`src/rtl/core/assert_macros.svh`:
```
// Assertion helpers shared by the RTL.
`ifndef ASSERT_MACROS_SVH
`define ASSERT_MACROS_SVH

// Check a property on every rising clk edge, and skip it while reset is applied.
`define ASSERT_CLK(lbl, prop, msg) \
	lbl: assert property (@(posedge clk) disable iff (!arst_n) prop) else $error(msg);

// Check a property on every rising clk edge, including edges during reset.
`define ASSERT_ALWAYS(lbl, prop, msg) \
	lbl: assert property (@(posedge clk) prop) else $error(msg);

`endif

```
`src/rtl/core/tdts_pkg.sv`:
```
package tdts_pkg;

	localparam int unsigned SLOT_COUNT    = 8;
	localparam int unsigned TASK_W        = 3;
	localparam int unsigned DELAY_W       = 8;
	localparam int unsigned TICK_W        = 8;
	localparam int unsigned NUM_TASKS_DEF = 8;

	typedef enum logic [1:0] {
		KIND_TICK    = 2'd0,
		KIND_SLEEP   = 2'd1,
		KIND_SUSPEND = 2'd2,
		KIND_PICK    = 2'd3
	} kind_t;

	typedef struct packed {
		kind_t              kind;
		logic [DELAY_W-1:0] delay_ticks;
	} req_t;

	typedef struct packed {
		logic [TASK_W-1:0]     chosen_task;
		logic                  task_found;
		logic [SLOT_COUNT-1:0] ready_mask;
	} rsp_t;

	// Per-event controls that the top level broadcasts to every cell.
	typedef struct packed {
		logic               tick;
		logic               load;
		logic               clear;
		logic               pick;
		logic [DELAY_W-1:0] delay;
	} cell_ev_t;

endpackage

```
`src/rtl/core/tick_delay_task_scheduler_top.sv`:
```
// Channel | Direction | Word  | Handshake
// req     | in        | req_t | req_valid / req_stall
// rsp     | out       | rsp_t | rsp_valid / rsp_stall
//
// Each event is applied to the cells and its result word is registered at the
// same edge, so a new event can enter every cycle while req_stall is low.
// The pick ripples combinationally through the row of NUM_TASKS cells.
// Reset (arst_n low) makes every task ready, clears all delays, selects task 0
// and zeroes the tick count; no clearing pass is needed afterwards.
// req_stall is high only while a result word is held and rsp_stall is high.
module tick_delay_task_scheduler_top
	import tdts_pkg::*;
#(
	parameter int unsigned NUM_TASKS = NUM_TASKS_DEF
) (
	input  logic clk,
	input  logic arst_n,
	input  logic req_valid,
	output logic req_stall,
	input  req_t req,
	output logic rsp_valid,
	input  logic rsp_stall,
	output rsp_t rsp
);

	`include "assert_macros.svh"

	// Bits of tasks beyond NUM_TASKS are never touched and read as ready.
	localparam logic [SLOT_COUNT-1:0] ACTIVE_MASK = SLOT_COUNT'((1 << NUM_TASKS) - 1);

	logic                  accept;
	logic                  rsp_valid_q;
	rsp_t                  rsp_q;
	logic [TASK_W-1:0]     cur_q;
	logic [TICK_W-1:0]     tick_q;
	cell_ev_t              ev;
	logic [SLOT_COUNT:0]   taken;
	logic [SLOT_COUNT-1:0] hit;
	logic [SLOT_COUNT-1:0] ready_nxt;
	logic                  found;
	logic [TASK_W-1:0]     pick_idx;
	logic [TASK_W-1:0]     cur_d;

	// Hold input while a result word is stuck at the output.
	assign req_stall = rsp_valid_q & rsp_stall;
	assign accept    = req_valid & ~req_stall;

	// Decode the event into the controls broadcast to the cells.
	always_comb begin
		ev       = '0;
		ev.delay = req.delay_ticks;
		if (accept) begin
			unique case (req.kind)
				KIND_TICK:    ev.tick = 1'b1;
				KIND_SLEEP: begin
					ev.load  = 1'b1;
					ev.clear = 1'b1;
				end
				KIND_SUSPEND: ev.clear = 1'b1;
				KIND_PICK:    ev.pick  = (tick_q != '0);
				default:      ev       = '0;
			endcase
		end
	end

	// Row of task cells; the taken chain runs from task 0 upward.
	assign taken[0] = 1'b0;

	for (genvar i = 0; i < SLOT_COUNT; i++) begin : g_slot
		if (i < NUM_TASKS) begin : g_cell
			tdts_cell u_cell (
				.clk       (clk),
				.arst_n    (arst_n),
				.ev        (ev),
				.sel       (cur_q == TASK_W'(i)),
				.taken_in  (taken[i]),
				.taken_out (taken[i+1]),
				.hit       (hit[i]),
				.ready_nxt (ready_nxt[i])
			);
		end else begin : g_idle
			assign taken[i+1]   = taken[i];
			assign hit[i]       = 1'b0;
			assign ready_nxt[i] = 1'b1;
		end
	end

	// Turn the one-hot claim into a task number.
	always_comb begin
		pick_idx = '0;
		for (int i = 0; i < SLOT_COUNT; i++) begin
			if (hit[i]) begin
				pick_idx = pick_idx | TASK_W'(i);
			end
		end
	end

	assign found = |hit;
	assign cur_d = found ? pick_idx : cur_q;

	always_ff @(posedge clk or negedge arst_n) begin
		if (!arst_n) begin
			cur_q  <= '0;
			tick_q <= '0;
		end else begin
			cur_q <= cur_d;
			if (ev.tick) begin
				tick_q <= tick_q + TICK_W'(1);
			end
		end
	end

	// Output register: load on accept, drop once taken.
	always_ff @(posedge clk or negedge arst_n) begin
		if (!arst_n) begin
			rsp_valid_q <= 1'b0;
		end else if (accept) begin
			rsp_valid_q <= 1'b1;
		end else if (!rsp_stall) begin
			rsp_valid_q <= 1'b0;
		end
	end

	always_ff @(posedge clk) begin
		if (accept) begin
			rsp_q.chosen_task <= cur_d;
			rsp_q.task_found  <= found;
			rsp_q.ready_mask  <= ready_nxt;
		end
	end

	assign rsp_valid = rsp_valid_q;
	assign rsp       = rsp_q;

	`ASSERT_CLK(a_found_is_ready, rsp_valid && rsp.task_found |-> rsp.ready_mask[rsp.chosen_task], "picked task is not ready")
	`ASSERT_ALWAYS(a_hit_onehot, $onehot0(hit), "more than one cell claimed the pick")
	`ASSERT_CLK(a_idle_ready, rsp_valid |-> ((rsp.ready_mask | ACTIVE_MASK) == '1), "inactive task lost its ready bit")
	`ASSERT_CLK(a_cur_range, 32'(cur_q) < NUM_TASKS, "current task beyond task count")
	`ASSERT_CLK(a_accept_result, accept |=> rsp_valid, "accepted event gave no result word")

endmodule

```
`src/rtl/core/tdts_cell.sv`:
```
module tdts_cell
	import tdts_pkg::*;
(
	input  logic     clk,
	input  logic     arst_n,
	input  cell_ev_t ev,
	input  logic     sel,
	input  logic     taken_in,
	output logic     taken_out,
	output logic     hit,
	output logic     ready_nxt
);

	logic               ready_q;
	logic [DELAY_W-1:0] cnt_q;
	logic [DELAY_W-1:0] cnt_d;

	always_comb begin
		cnt_d     = cnt_q;
		ready_nxt = ready_q;
		priority if (ev.tick) begin
			if (cnt_q != '0) begin
				cnt_d = cnt_q - DELAY_W'(1);
				if (cnt_q == DELAY_W'(1)) begin
					ready_nxt = 1'b1;
				end
			end
		end else if (sel) begin
			if (ev.load) begin
				cnt_d = ev.delay;
			end
			if (ev.clear) begin
				ready_nxt = 1'b0;
			end
		end
	end

	// Lowest ready cell claims the pick; pass the claim on to higher cells.
	assign hit       = ev.pick & ready_q & ~taken_in;
	assign taken_out = taken_in | ready_q;

	always_ff @(posedge clk or negedge arst_n) begin
		if (!arst_n) begin
			ready_q <= 1'b1;
			cnt_q   <= '0;
		end else begin
			ready_q <= ready_nxt;
			cnt_q   <= cnt_d;
		end
	end

endmodule
```
`config.mk`:
```
export PLATFORM = sky130hd
export DESIGN_NAME = tick_delay_task_scheduler_top
export DESIGN_NICKNAME = d
export VERILOG_FILES = /design/src/rtl/core/tdts_pkg.sv /design/src/rtl/core/tick_delay_task_scheduler_top.sv /design/src/rtl/core/tdts_cell.sv
export VERILOG_INCLUDE_DIRS = /design/src /design/src/rtl/core
export SDC_FILE = /design/constraint.sdc
export NUM_CORES = 1
export LEC_CHECK = 0
export ABC_AREA = 1
export BUFFER_PORTS_ARGS = -buffer_cell sky130_fd_sc_hd__buf_2
export CAP_MARGIN = 20
export CORE_MARGIN = 8
export CORE_UTILIZATION = 55
export DETAILED_ROUTE_END_ITERATION = 7
export GPL_TIMING_DRIVEN = 0
export PLACE_DENSITY = 0.75
export RECOVER_POWER = 25
export SLEW_MARGIN = 20
export SYNTH_ARGS = -nofsm -noshare
export SYNTH_HDL_FRONTEND = slang
export SYNTH_SLANG_ARGS = --single-unit
```
`constraint.sdc`:
```
create_clock -name clk -period 1.7 [get_ports clk]
set_input_delay 0.255 -clock clk [delete_from_list [all_inputs] [get_ports clk]]
set_output_delay 0.255 -clock clk [all_outputs]
set_load 0.1 [all_outputs]
```
==> results of run 1 <==
[layout make-up]
cell class	count	area share
Buffer	15	0.02356
Timing Repair Buffer	30	0.02618
Inverter	89	0.05086
Multi-Input combinational cell	620	0.4777
Sequential cell	96	0.3700
Clock buffer	16	0.02543
Tap cell	140	0.02618
[cell usage after synthesis, drive strengths merged (2+ instances only)]
library cell	count	share of area
inv	89	0.056
edfxtp	12	0.060
nand2	263	0.17
nand3b	2	0.0025
nand3	63	0.054
nor3	10	0.0084
dfstp	8	0.035
buf	14	0.019
xnor2	5	0.0073
nand4	9	0.012
xor2	8	0.012
o21ai	96	0.082
a21oi	23	0.022
a21boi	2	0.0025
nor2	102	0.068
dfrtp	76	0.32
ha	29	0.061
[report_power, final]
group          internal, mW  switching, mW
clock network         0.618          0.780
registers              3.22          0.778
logic                  1.32           2.78
[timing repair]
item,in CTS,in global routing
hold endpoints to repair,38,0
hold buffers,1,0
buffers inserted,0,1
setup endpoints to repair,20,68
gates resized for setup,13,30
pin swaps,0,2
[worst max-delay path: stages, from the launching register on]
cell,delay (ns)
dfrtp_4,0.51
nand2_8,0.10
nand2_4,0.10
nor2_4,0.16
nand2_1,0.14
a21oi_2,0.21
buf_4,0.21
nand2_1,0.06
o21ai_0,0.07
[logic make-up (layout without fill, tap and decap cells)]
logic type	Yosys count	after routing	synth area share
adder cells (fa/ha/maj)	29	29	0.06076
flip-flops	96	96	0.4140
AO/OA/AOI/OAI	126	126	0.1119
XOR/XNOR	13	13	0.01907
AND/OR/NAND/NOR	452	452	0.3182
buffers and inverters	104	150	0.07605
[stage by stage]
stage	setup TNS [ns]	area (sq um)
detailed placement	-9.106	6334
global placement	-32.51	6311
finish	0	6691
CTS	0	6554
floorplan	0	6001
global route	-0.04611	6691
[per-layer routing]
layer,up-vias,part of all wire,global-route usage
met5,-,0,0
met4,0,0.032,0.1226
met3,39,0.081,0.03403
met2,229,0.47,0.3475
met1,2630,0.42,0.2824
li1,2714,-,-
[sequential cells by signal, summed over array words and instances, names as in the netlist]
signal / flops
rsp_valid: 1
g_slot.g_cell.u_cell.ready_q: 8
cur_q: 3
rsp: 12
g_slot.g_cell.u_cell.cnt_q: 64
tick_q: 8
[worst paths after layout]
check,startpoint,end,cells past startpoint
max reg2reg,rsp_valid$_DFFE_PN0P_,g_slot[4].g_cell.u_cell.cnt_q[1]$_DFFE_PN0P_,8
min,rsp_stall,rsp_valid$_DFFE_PN0P_,3
max in group asynchronous,arst_n,g_slot[5].g_cell.u_cell.cnt_q[6]$_DFFE_PN0P_,3
max,rsp_valid$_DFFE_PN0P_,g_slot[4].g_cell.u_cell.cnt_q[1]$_DFFE_PN0P_,8
min in group asynchronous,arst_n,g_slot[1].g_cell.u_cell.cnt_q[7]$_DFFE_PN0P_,2
min reg2reg,g_slot[0].g_cell.u_cell.cnt_q[6]$_DFFE_PN0P_,g_slot[0].g_cell.u_cell.cnt_q[6]$_DFFE_PN0P_,2
==> impl_metrics.env, run 1 <==
export IMPL_postSynthCellCount=820
export IMPL_syn_area_sq_mm=0.005972
export IMPL_grt_max_degree=48
export IMPL_hold_violations=0
export IMPL_cts_tree="done"
export IMPL_final_common_cell="nand2_1"
export IMPL_ant_nets=0
export IMPL_p_leak_nw=3.290
export IMPL_layout_common_cells="246 x nand2_1, 95 x nor2_1, 81 x inv_1, 75 x dfrtp_1, 64 x o21ai_0"
export IMPL_grt_overflow=0
export IMPL_fin_ws_ns=0.07185
export IMPL_clk_latency_ns=0.38
export IMPL_drt_iter0_markers=517
export IMPL_nNetsFinal=904
export IMPL_syn_area_per_cell_sq_um=7.283
export IMPL_synth_edf_count=12
export IMPL_hold_class="in -> reg"
export IMPL_ys_warn_count=0
export IMPL_antenna_found_initial=0
export IMPL_area_delta_synth_final_pct=12.05
export IMPL_stdcell_count=1006
export IMPL_clockBufferDepth=2
export IMPL_worstMarginPinSlew_ns=0.6331
export IMPL_syn_num_nets=863
export IMPL_period_needed_ns=1.628
export IMPL_clock_sinks=96
export IMPL_cap_violations=0
export IMPL_cp_end_kind="flop"
export IMPL_irDropWorstVdd_v=0.0007907
export IMPL_rsz0062_at_grt="true"
export IMPL_preCtsSetupSlack_ns=-0.2924
export IMPL_start_util=0.5582
export IMPL_fill_cells=953
export IMPL_ys_flop_type="dfrtp_1"
export IMPL_vias=5612
export IMPL_portBuffers=27
export IMPL_chipHeight_um=120.2
export IMPL_grtUsageTotal=0.2191
export IMPL_cellPowerDensity_mw_per_mm2=1419
export IMPL_wl_um=15630
export IMPL_synth_seq_area_share=0.4140
export IMPL_status="completed"
export IMPL_ys_types=38
export IMPL_multi_input_area_sq_mm=0.003197
export IMPL_first_pass_iters=6
export IMPL_die_w_um=120.2
export IMPL_maxSlewHeadroom=0.5779
export IMPL_rows=38
export IMPL_worst_path_max_fanout=10
export IMPL_finClkSkew_ns=0.009705
export IMPL_place_inst=988
export IMPL_numCtsBuffers=9
export IMPL_drive_gt1_frac=0.1259
export IMPL_core_area_sq_mm=0.01070
export IMPL_dp_hpwl_um=11310
export IMPL_routed_via_density=5.579
export IMPL_setup_violations_final=0
export IMPL_startpoint_type="flop"
export IMPL_wire_per_inst_um=15.53
export IMPL_drc=0
export IMPL_antenna_cells=0
export IMPL_h_tree_depth=3
export IMPL_slew_viol_final=0
export IMPL_p_total_mw=9.496
export IMPL_max_freq_ghz=0.6142
export IMPL_async_reset_ff_frac=0.8750
export IMPL_critical_path_arrival_ns=1.93
export IMPL_whs_ns=0.1865
export IMPL_final_util=0.6255
export IMPL_crit_type="reg -> reg"
export IMPL_fin_crit_sh=0.9577
export IMPL_ys_seq_elements=96
export IMPL_crit_required_ns=2.00
export IMPL_num_io_pins=28
export IMPL_grt_pass1_wl_um=24990
export IMPL_gp_routability_congestion=0.9013
export IMPL_die_area_sq_mm=0.01445
export IMPL_clkSlewWorstSetupHoldPaths_ns=0.09
export IMPL_regArea_sq_mm=0.002476
export IMPL_cts_root_buffer="clkbuf_8"
export IMPL_first_global_vias=5192
export IMPL_rrSetupSlack_ns=0.07
No activity file was read; power rests on OpenSTA's default activity.
==> run 2, diff against run 1 <==
Settings changed: CORE_ASPECT_RATIO from default to 0.5, REMOVE_ABC_BUFFERS from default to 1.
==> run 2 against run 1 <==
Die area is 1.4% higher; non-clock buffer count grew 2; power grew 8.5%; sequential share of layout area fell by 1.1 points; first-iteration DRC count grew 3.5%; sequential power rose by 1%; fmax shrank 2.5%; critical endpoint is now g_slot[2].g_cell.u_cell.cnt_q[3]$_DFFE_PN0P_.
==> impl_metrics.env, run 2 (synthesis gave the netlist of run 1 again) <==
export IMPL_antenna_cells=0
export IMPL_wire_per_inst_um=16.43
export IMPL_fill_cells=938
export IMPL_drive_gt1_frac=0.1424
export IMPL_portBuffers=27
export IMPL_crit_required_ns=1.93
export IMPL_routed_via_density=5.578
export IMPL_core_area_sq_mm=0.01078
export IMPL_clockBufferDepth=2
export IMPL_use_met3=0.05778
export IMPL_wl_um=16690
export IMPL_startpoint_type="flop"
export IMPL_ff2ff_path_depth=6
export IMPL_num_io_pins=28
export IMPL_drc=0
export IMPL_rows=27
export IMPL_hp_start="req[2]"
export IMPL_worstHoldPathCells=5
export IMPL_clkSlewWorstSetupHoldPaths_ns=0.07
export IMPL_cpPeakStageDelay_ns=0.41
export IMPL_vias=5667
export IMPL_status="completed"
export IMPL_reg2reg_from="rsp_valid$_DFFE_PN0P_"
export IMPL_rsz0062_at_grt="true"
export IMPL_largest_reg_flops=64
export IMPL_slew_viol_final=0
export IMPL_cp_cell_sequence="nand2_4 -> nand3_4 -> buf_4 -> nand2_1 -> a21boi_0 -> o21ai_0"
export IMPL_regMostFlops="g_slot.g_cell.u_cell.cnt_q"
export IMPL_p_leak_nw=3.349
export IMPL_clock_sinks=96
export IMPL_r2r_end="g_slot[2].g_cell.u_cell.cnt_q[3]$_DFFE_PN0P_"
export IMPL_die_area_sq_mm=0.01465
export IMPL_critical_path_arrival_ns=1.90
export IMPL_grt_max_degree=49
export IMPL_fin_ws_ns=0.02975
export IMPL_preCtsSetupSlack_ns=-1.580
export IMPL_final_common_cell="nand2_1"
export IMPL_max_freq_ghz=0.5987
export IMPL_rrSetupSlack_ns=0.03
export IMPL_min_to="g_slot[4].g_cell.u_cell.cnt_q[2]$_DFFE_PN0P_"
export IMPL_layout_common_cells="246 x nand2_1, 94 x nor2_1, 81 x inv_1, 76 x dfrtp_1, 65 x o21ai_0"
export IMPL_cellPowerDensity_mw_per_mm2=1494
export IMPL_top_usage_layer="met2"
export IMPL_cp_end_kind="flop"
export IMPL_hold_violations=0
export IMPL_gp_routability_congestion=0.8740
export IMPL_grtUsageTotal=0.2361
export IMPL_antenna_found_initial=1
export IMPL_worst_path_max_fanout=8
export IMPL_cap_violations=0
export IMPL_cts_root_buffer="clkbuf_16"
export IMPL_fin_crit_sh=0.9825
export IMPL_area_delta_synth_final_pct=15.46
export IMPL_die_w_um=163.4
export IMPL_irDropWorstVdd_v=0.0005638
export IMPL_ant_nets=0
export IMPL_period_needed_ns=1.670
export IMPL_cts_tree="done"
export IMPL_first_global_vias=5366
export IMPL_finClkSkew_ns=0.008675
export IMPL_numCtsBuffers=9
export IMPL_grt_pass1_wl_um=26930
export IMPL_grt_overflow=0
export IMPL_crit_type="reg -> reg"
export IMPL_hold_class="in -> reg"
export IMPL_h_tree_depth=3
export IMPL_grt_use_met1=0.3239
export IMPL_clk_latency_ns=0.35
export IMPL_dp_hpwl_um=10750
export IMPL_setup_violations_final=0
export IMPL_worstMarginPinSlew_ns=0.6592
export IMPL_maxSlewHeadroom=0.5606
export IMPL_nNetsFinal=909
export IMPL_drt_iter0_markers=535
export IMPL_startpoint="rsp_valid$_DFFE_PN0P_"
export IMPL_use_met2=0.3633
export IMPL_chipHeight_um=89.68
export IMPL_fin_setup_tns_ns=0
export IMPL_start_util=0.5542
export IMPL_slowest_stage="nand2_1"
export IMPL_first_pass_iters=5
run 2: changes by cell type in the layout (fill, tap and decap cells not counted), moves of 3 or more:
cell | before | now
clkbuf_8 | 11 | 0
buf_4 | 6 | 16
clkbuf_16 | 0 | 9
a21oi_1 | 21 | 15
a21oi_2 | 1 | 6
buf_2 | 29 | 25
clkbuf_1 | 5 | 1
nand2_8 | 3 | 0
run 2: layout make-up:
type | instances | area [sq um] | share of cell area
Tap cell | 145 | 181.4 | 0.02631
Clock inverter | 6 | 58.81 | 0.008528
Sequential cell | 96 | 2472 | 0.3586
Multi-Input combinational cell | 622 | 3232 | 0.4687
Timing Repair Buffer | 47 | 350.3 | 0.05081
Timing Repair inverter | 1 | 11.26 | 0.001633
Inverter | 89 | 360.3 | 0.05226
Clock buffer | 10 | 229.0 | 0.03321
run 2: worst max-delay path by stage:
stage	to	slack (ns)	cells after the start
floorplan	g_slot[6].g_cell.u_cell.cnt_q[0]$_DFFE_PN0P_	-1.46	8
global placement	g_slot[7].g_cell.u_cell.cnt_q[5]$_DFFE_PN0P_	-2.15	9
detailed placement	g_slot[6].g_cell.u_cell.cnt_q[0]$_DFFE_PN0P_	-1.58	10
CTS	g_slot[2].g_cell.u_cell.cnt_q[2]$_DFFE_PN0P_	0.0001	8
global route	g_slot[2].g_cell.u_cell.cnt_q[0]$_DFFE_PN0P_	-0.03	9
finish	g_slot[2].g_cell.u_cell.cnt_q[3]$_DFFE_PN0P_	0.03	6
run 2: worst max-delay path: cells and delay by family, from the launching register on:
kind / cells / cell delay, ns
DFF: 1 / 0.40
AOI/OAI and AO/OA: 2 / 0.31
and+or+nand+nor: 3 / 0.66
buffers and inverters: 1 / 0.18
run 2: through the flow:
step | cells | total power [mW] | util | cell area, sq um | hold slack [ns]
6_report | 1016 | 10.30 | 0.6398 | 6895 | 0.2820
3_5_place_dp | 978 | 7.947 | 0.5752 | 6198 | 0.3308
3_3_place_gp | 977 | 7.730 | 0.5724 | 6168 | 0.4587
4_1_cts | 1007 | 10.08 | 0.6194 | 6675 | 0.2793
5_1_grt | 1016 | 11.09 | 0.6398 | 6895 | 0.3215
2_1_floorplan | 805 | 6.943 | - | 5852 | -0.04059
run 2: timing repair:
| item | in CTS | in global routing |
|---|---|---|
| setup endpoints to repair | 82 | 60 |
| endpoints found under the hold margin | 40 | 0 |
| hold buffers | 1 | 0 |
| pin swaps | 2 | 6 |
| resized for setup | 18 | 33 |
| buffers inserted | 9 | 9 |
| gates cloned | 3 | 0 |
run 2: where the power goes:
group / switching, mW / total (mW) / internal, mW
Clock: 0.879 / 2.01 / 1.13
Combinational: 2.88 / 4.24 / 1.36
Sequential: 0.822 / 4.05 / 3.23
Total: 4.58 / 10.3 / 5.72
run 2: layer usage:
| metal | wire, um | vias to the layer above |
|---|---|---|
| met1 | 7618 | 2663 |
| met4 | 355 | 0 |
| li1 | - | 2734 |
| met2 | 7284 | 234 |
| met3 | 1432 | 36 |
| met5 | 0 | - |
==> run 3, diff against run 2 <==
Settings changed: CORE_UTILIZATION 55 to 33, PLACE_DENSITY 0.75 to default, SYNTH_HIERARCHICAL from default to 1.
Clock period 1.7 ns to 1.5 ns, I/O delays scaled along.
==> run 3 against run 2 <==
The run now ends with setup timing left; sequential share of layout area shrank 7.0 points; combinational power increased by 16%; cell count up 30%; register-to-register slack got worse by 1.2 ns; sequential power grew 3%; clock power is 24% higher; clock skew is 0.00076 ns lower; critical path depth rose by 7; worst hold slack gained 0.0038 ns; flip-flop and latch count is the same; critical endpoint is now rsp[9]$_DFFE_PP_.
==> impl_metrics.env, run 3 <==
export IMPL_syn_area_sq_mm=0.006531
export IMPL_numCtsBuffers=9
export IMPL_dp_hpwl_um=11200
export IMPL_wire_per_inst_um=14.17
export IMPL_antenna_found_initial=0
export IMPL_fin_crit_sh=1.799
export IMPL_max_freq_ghz=0.3706
export IMPL_cts_tree="done"
export IMPL_crit_required_ns=1.59
export IMPL_clockBufferDepth=2
export IMPL_hold_class="in -> reg"
export IMPL_die_area_sq_mm=0.02482
export IMPL_core_area_sq_mm=0.01941
export IMPL_seq_power_share=0.360
export IMPL_fin_setup_tns_ns=-24.21
export IMPL_nNetsFinal=1082
export IMPL_grt_pass1_wl_um=30190
export IMPL_final_util=0.4407
export IMPL_start_util=0.3364
export IMPL_worst_path_max_fanout=3
export IMPL_drc=0
export IMPL_wl_um=18680
export IMPL_ant_nets=0
export IMPL_clk_latency_ns=0.36
export IMPL_status="finished with violations"
export IMPL_antenna_cells=0
export IMPL_period_needed_ns=2.699
export IMPL_finClkSkew_ns=0.007918
export IMPL_p_clk_frac=0.216
export IMPL_p_switching_mw=5.055
export IMPL_postSynthCellCount=964
export IMPL_crit_type="reg -> reg"
export IMPL_clkSlewWorstSetupHoldPaths_ns=0.07
export IMPL_rsz0062_at_grt="true"
export IMPL_violations="setup timing"
export IMPL_area_delta_synth_final_pct=31.00
export IMPL_grt_overflow=0
export IMPL_syn_area_per_cell_sq_um=6.775
export IMPL_drt_iter0_markers=457
export IMPL_p_leak_nw=4.170
export IMPL_regMostFlops="g_slot.g_cell.u_cell/cnt_q"
export IMPL_ys_warn_count=6
export IMPL_cp_end_kind="flop"
export IMPL_layout_common_cells="310 x nand2_1, 87 x nor2_1, 82 x inv_1, 76 x dfrtp_1, 74 x nand3_1"
export IMPL_worstHoldPathCells=4
export IMPL_gp_routability_congestion=0.8323
export IMPL_setup_violations_final=87
export IMPL_multi_input_area_sq_mm=0.004110
export IMPL_final_common_cell="nand2_1"
export IMPL_rows=36
export IMPL_die_w_um=215.0
export IMPL_startpoint_type="flop"
export IMPL_fin_ws_ns=-1.199
export IMPL_portBuffers=27
export IMPL_critical_path_arrival_ns=2.79
export IMPL_hold_violations=0
export IMPL_cap_violations=0
export IMPL_whs_ns=0.2858
export IMPL_grt_max_degree=59
export IMPL_num_io_pins=28
export IMPL_first_global_vias=5799
export IMPL_grtUsageTotal=0.1515
export IMPL_cts_root_buffer="clkbuf_16"
export IMPL_drive_gt1_frac=0.3032
export IMPL_chipHeight_um=115.5
export IMPL_first_pass_iters=5
export IMPL_vias=6284
export IMPL_slew_viol_final=0
export IMPL_cellPowerDensity_mw_per_mm2=1354
export IMPL_preCtsSetupSlack_ns=-1.708
export IMPL_worstMarginPinSlew_ns=0.7689
export IMPL_maxSlewHeadroom=0.4874
export IMPL_p_int_mw=6.530
export IMPL_fill_cells=1867
export IMPL_clock_sinks=96
export IMPL_p_sw_frac=0.4364
export IMPL_h_tree_depth=3
export IMPL_p_total_mw=11.59
export IMPL_irDropWorstVdd_v=0.0006976
export IMPL_largest_reg_flops=64
export IMPL_regArea_sq_mm=0.002472
export IMPL_routed_via_density=4.768
export IMPL_power_frac_comb=0.424
export IMPL_ff2ff_path_depth=13
[run 3: cell count changes in the layout (fill, tap and decap cells not counted), moves of 10 or more]
cell,previous run,this run
nand2_1,246,310
nand2_4,9,24
o21ai_0,65,25
nor2_4,3,14
o21ai_2,3,34
nand3_1,60,74
inv_2,4,26
nand2_2,8,60
nor2_2,5,37
o21ai_1,27,6
a21oi_1,15,1
nand4_1,7,17
[run 3: cell type report]
| type | instances | share of cell area |
|---|---|---|
| sequential | 96 | 0.2890 |
| timing repair buffer | 69 | 0.08965 |
| timing repair inverter | 1 | 0.001024 |
| clock inverter | 6 | 0.009798 |
| clock buffer | 10 | 0.02676 |
| tap | 266 | 0.03890 |
| multi-input combinational | 749 | 0.4804 |
| inverter | 121 | 0.06449 |
[run 3: critical path: stages, from the launching register on]
cell and delay [ns]:
dfstp_2 0.37, or2_4 0.24, or2_4 0.23, or2_4 0.23, or2_4 0.23, or2_4 0.23
or2_4 0.23, or2_4 0.26, nor2_4 0.11, nor2_4 0.05, nand2_2 0.09, nor2_4 0.04
nand2_1 0.06, nand2_2 0.08
[run 3: power by group through the flow]
stage	sequential, mW	combinational [mW]	clock, mW
floorplan	4.40	3.09	0
global placement	4.18	4.19	0
detailed placement	4.19	4.29	0
CTS	4.16	4.72	2.56
global route	4.29	5.51	2.67
finish	4.17	4.91	2.50
[run 3: what timing repair did]
action                                  in CTS  in global routing
pin swaps                                   31                 47
gates resized for setup                    115                 93
endpoints found under the hold margin       25                  0
buffers inserted                            26                  8
cloned                                      13                  3
endpoints found under the setup margin      88                 93
hold buffers                                 1                  0
[run 3: per-stage QoR]
stage	cells	instance area (sq um)
3_3_place_gp	1250	6963
3_5_place_dp	1253	7037
2_1_floorplan	957	6495
4_1_cts	1309	8194
5_1_grt	1318	8556
6_report	1318	8556
[run 3: worst paths after layout]
check                      slack (ns)                                    startpoint                                           end
max in group asynchronous        0.23                                        arst_n     g_slot[4].g_cell.u_cell/ready_q$_DFF_PN1_
min in group asynchronous        0.45                                        arst_n  g_slot[0].g_cell.u_cell/cnt_q[2]$_DFFE_PN0P_
min reg2reg                      0.51  g_slot[0].g_cell.u_cell/cnt_q[7]$_DFFE_PN0P_  g_slot[0].g_cell.u_cell/cnt_q[7]$_DFFE_PN0P_
max reg2reg                     -1.20     g_slot[0].g_cell.u_cell/ready_q$_DFF_PN1_                              rsp[9]$_DFFE_PP_
max                             -1.20     g_slot[0].g_cell.u_cell/ready_q$_DFF_PN1_                              rsp[9]$_DFFE_PP_
min                              0.29                                     rsp_stall                         rsp_valid$_DFFE_PN0P_
[run 3: layer usage]
| metal | track usage | vias to the layer above | share of wire |
|---|---|---|---|
| li1 | - | 3197 | - |
| met1 | 0.2006 | 2929 | 0.47 |
| met2 | 0.2509 | 131 | 0.47 |
| met3 | 0.02736 | 27 | 0.045 |
| met4 | 0.04725 | 0 | 0.023 |
| met5 | 0 | - | 0 |
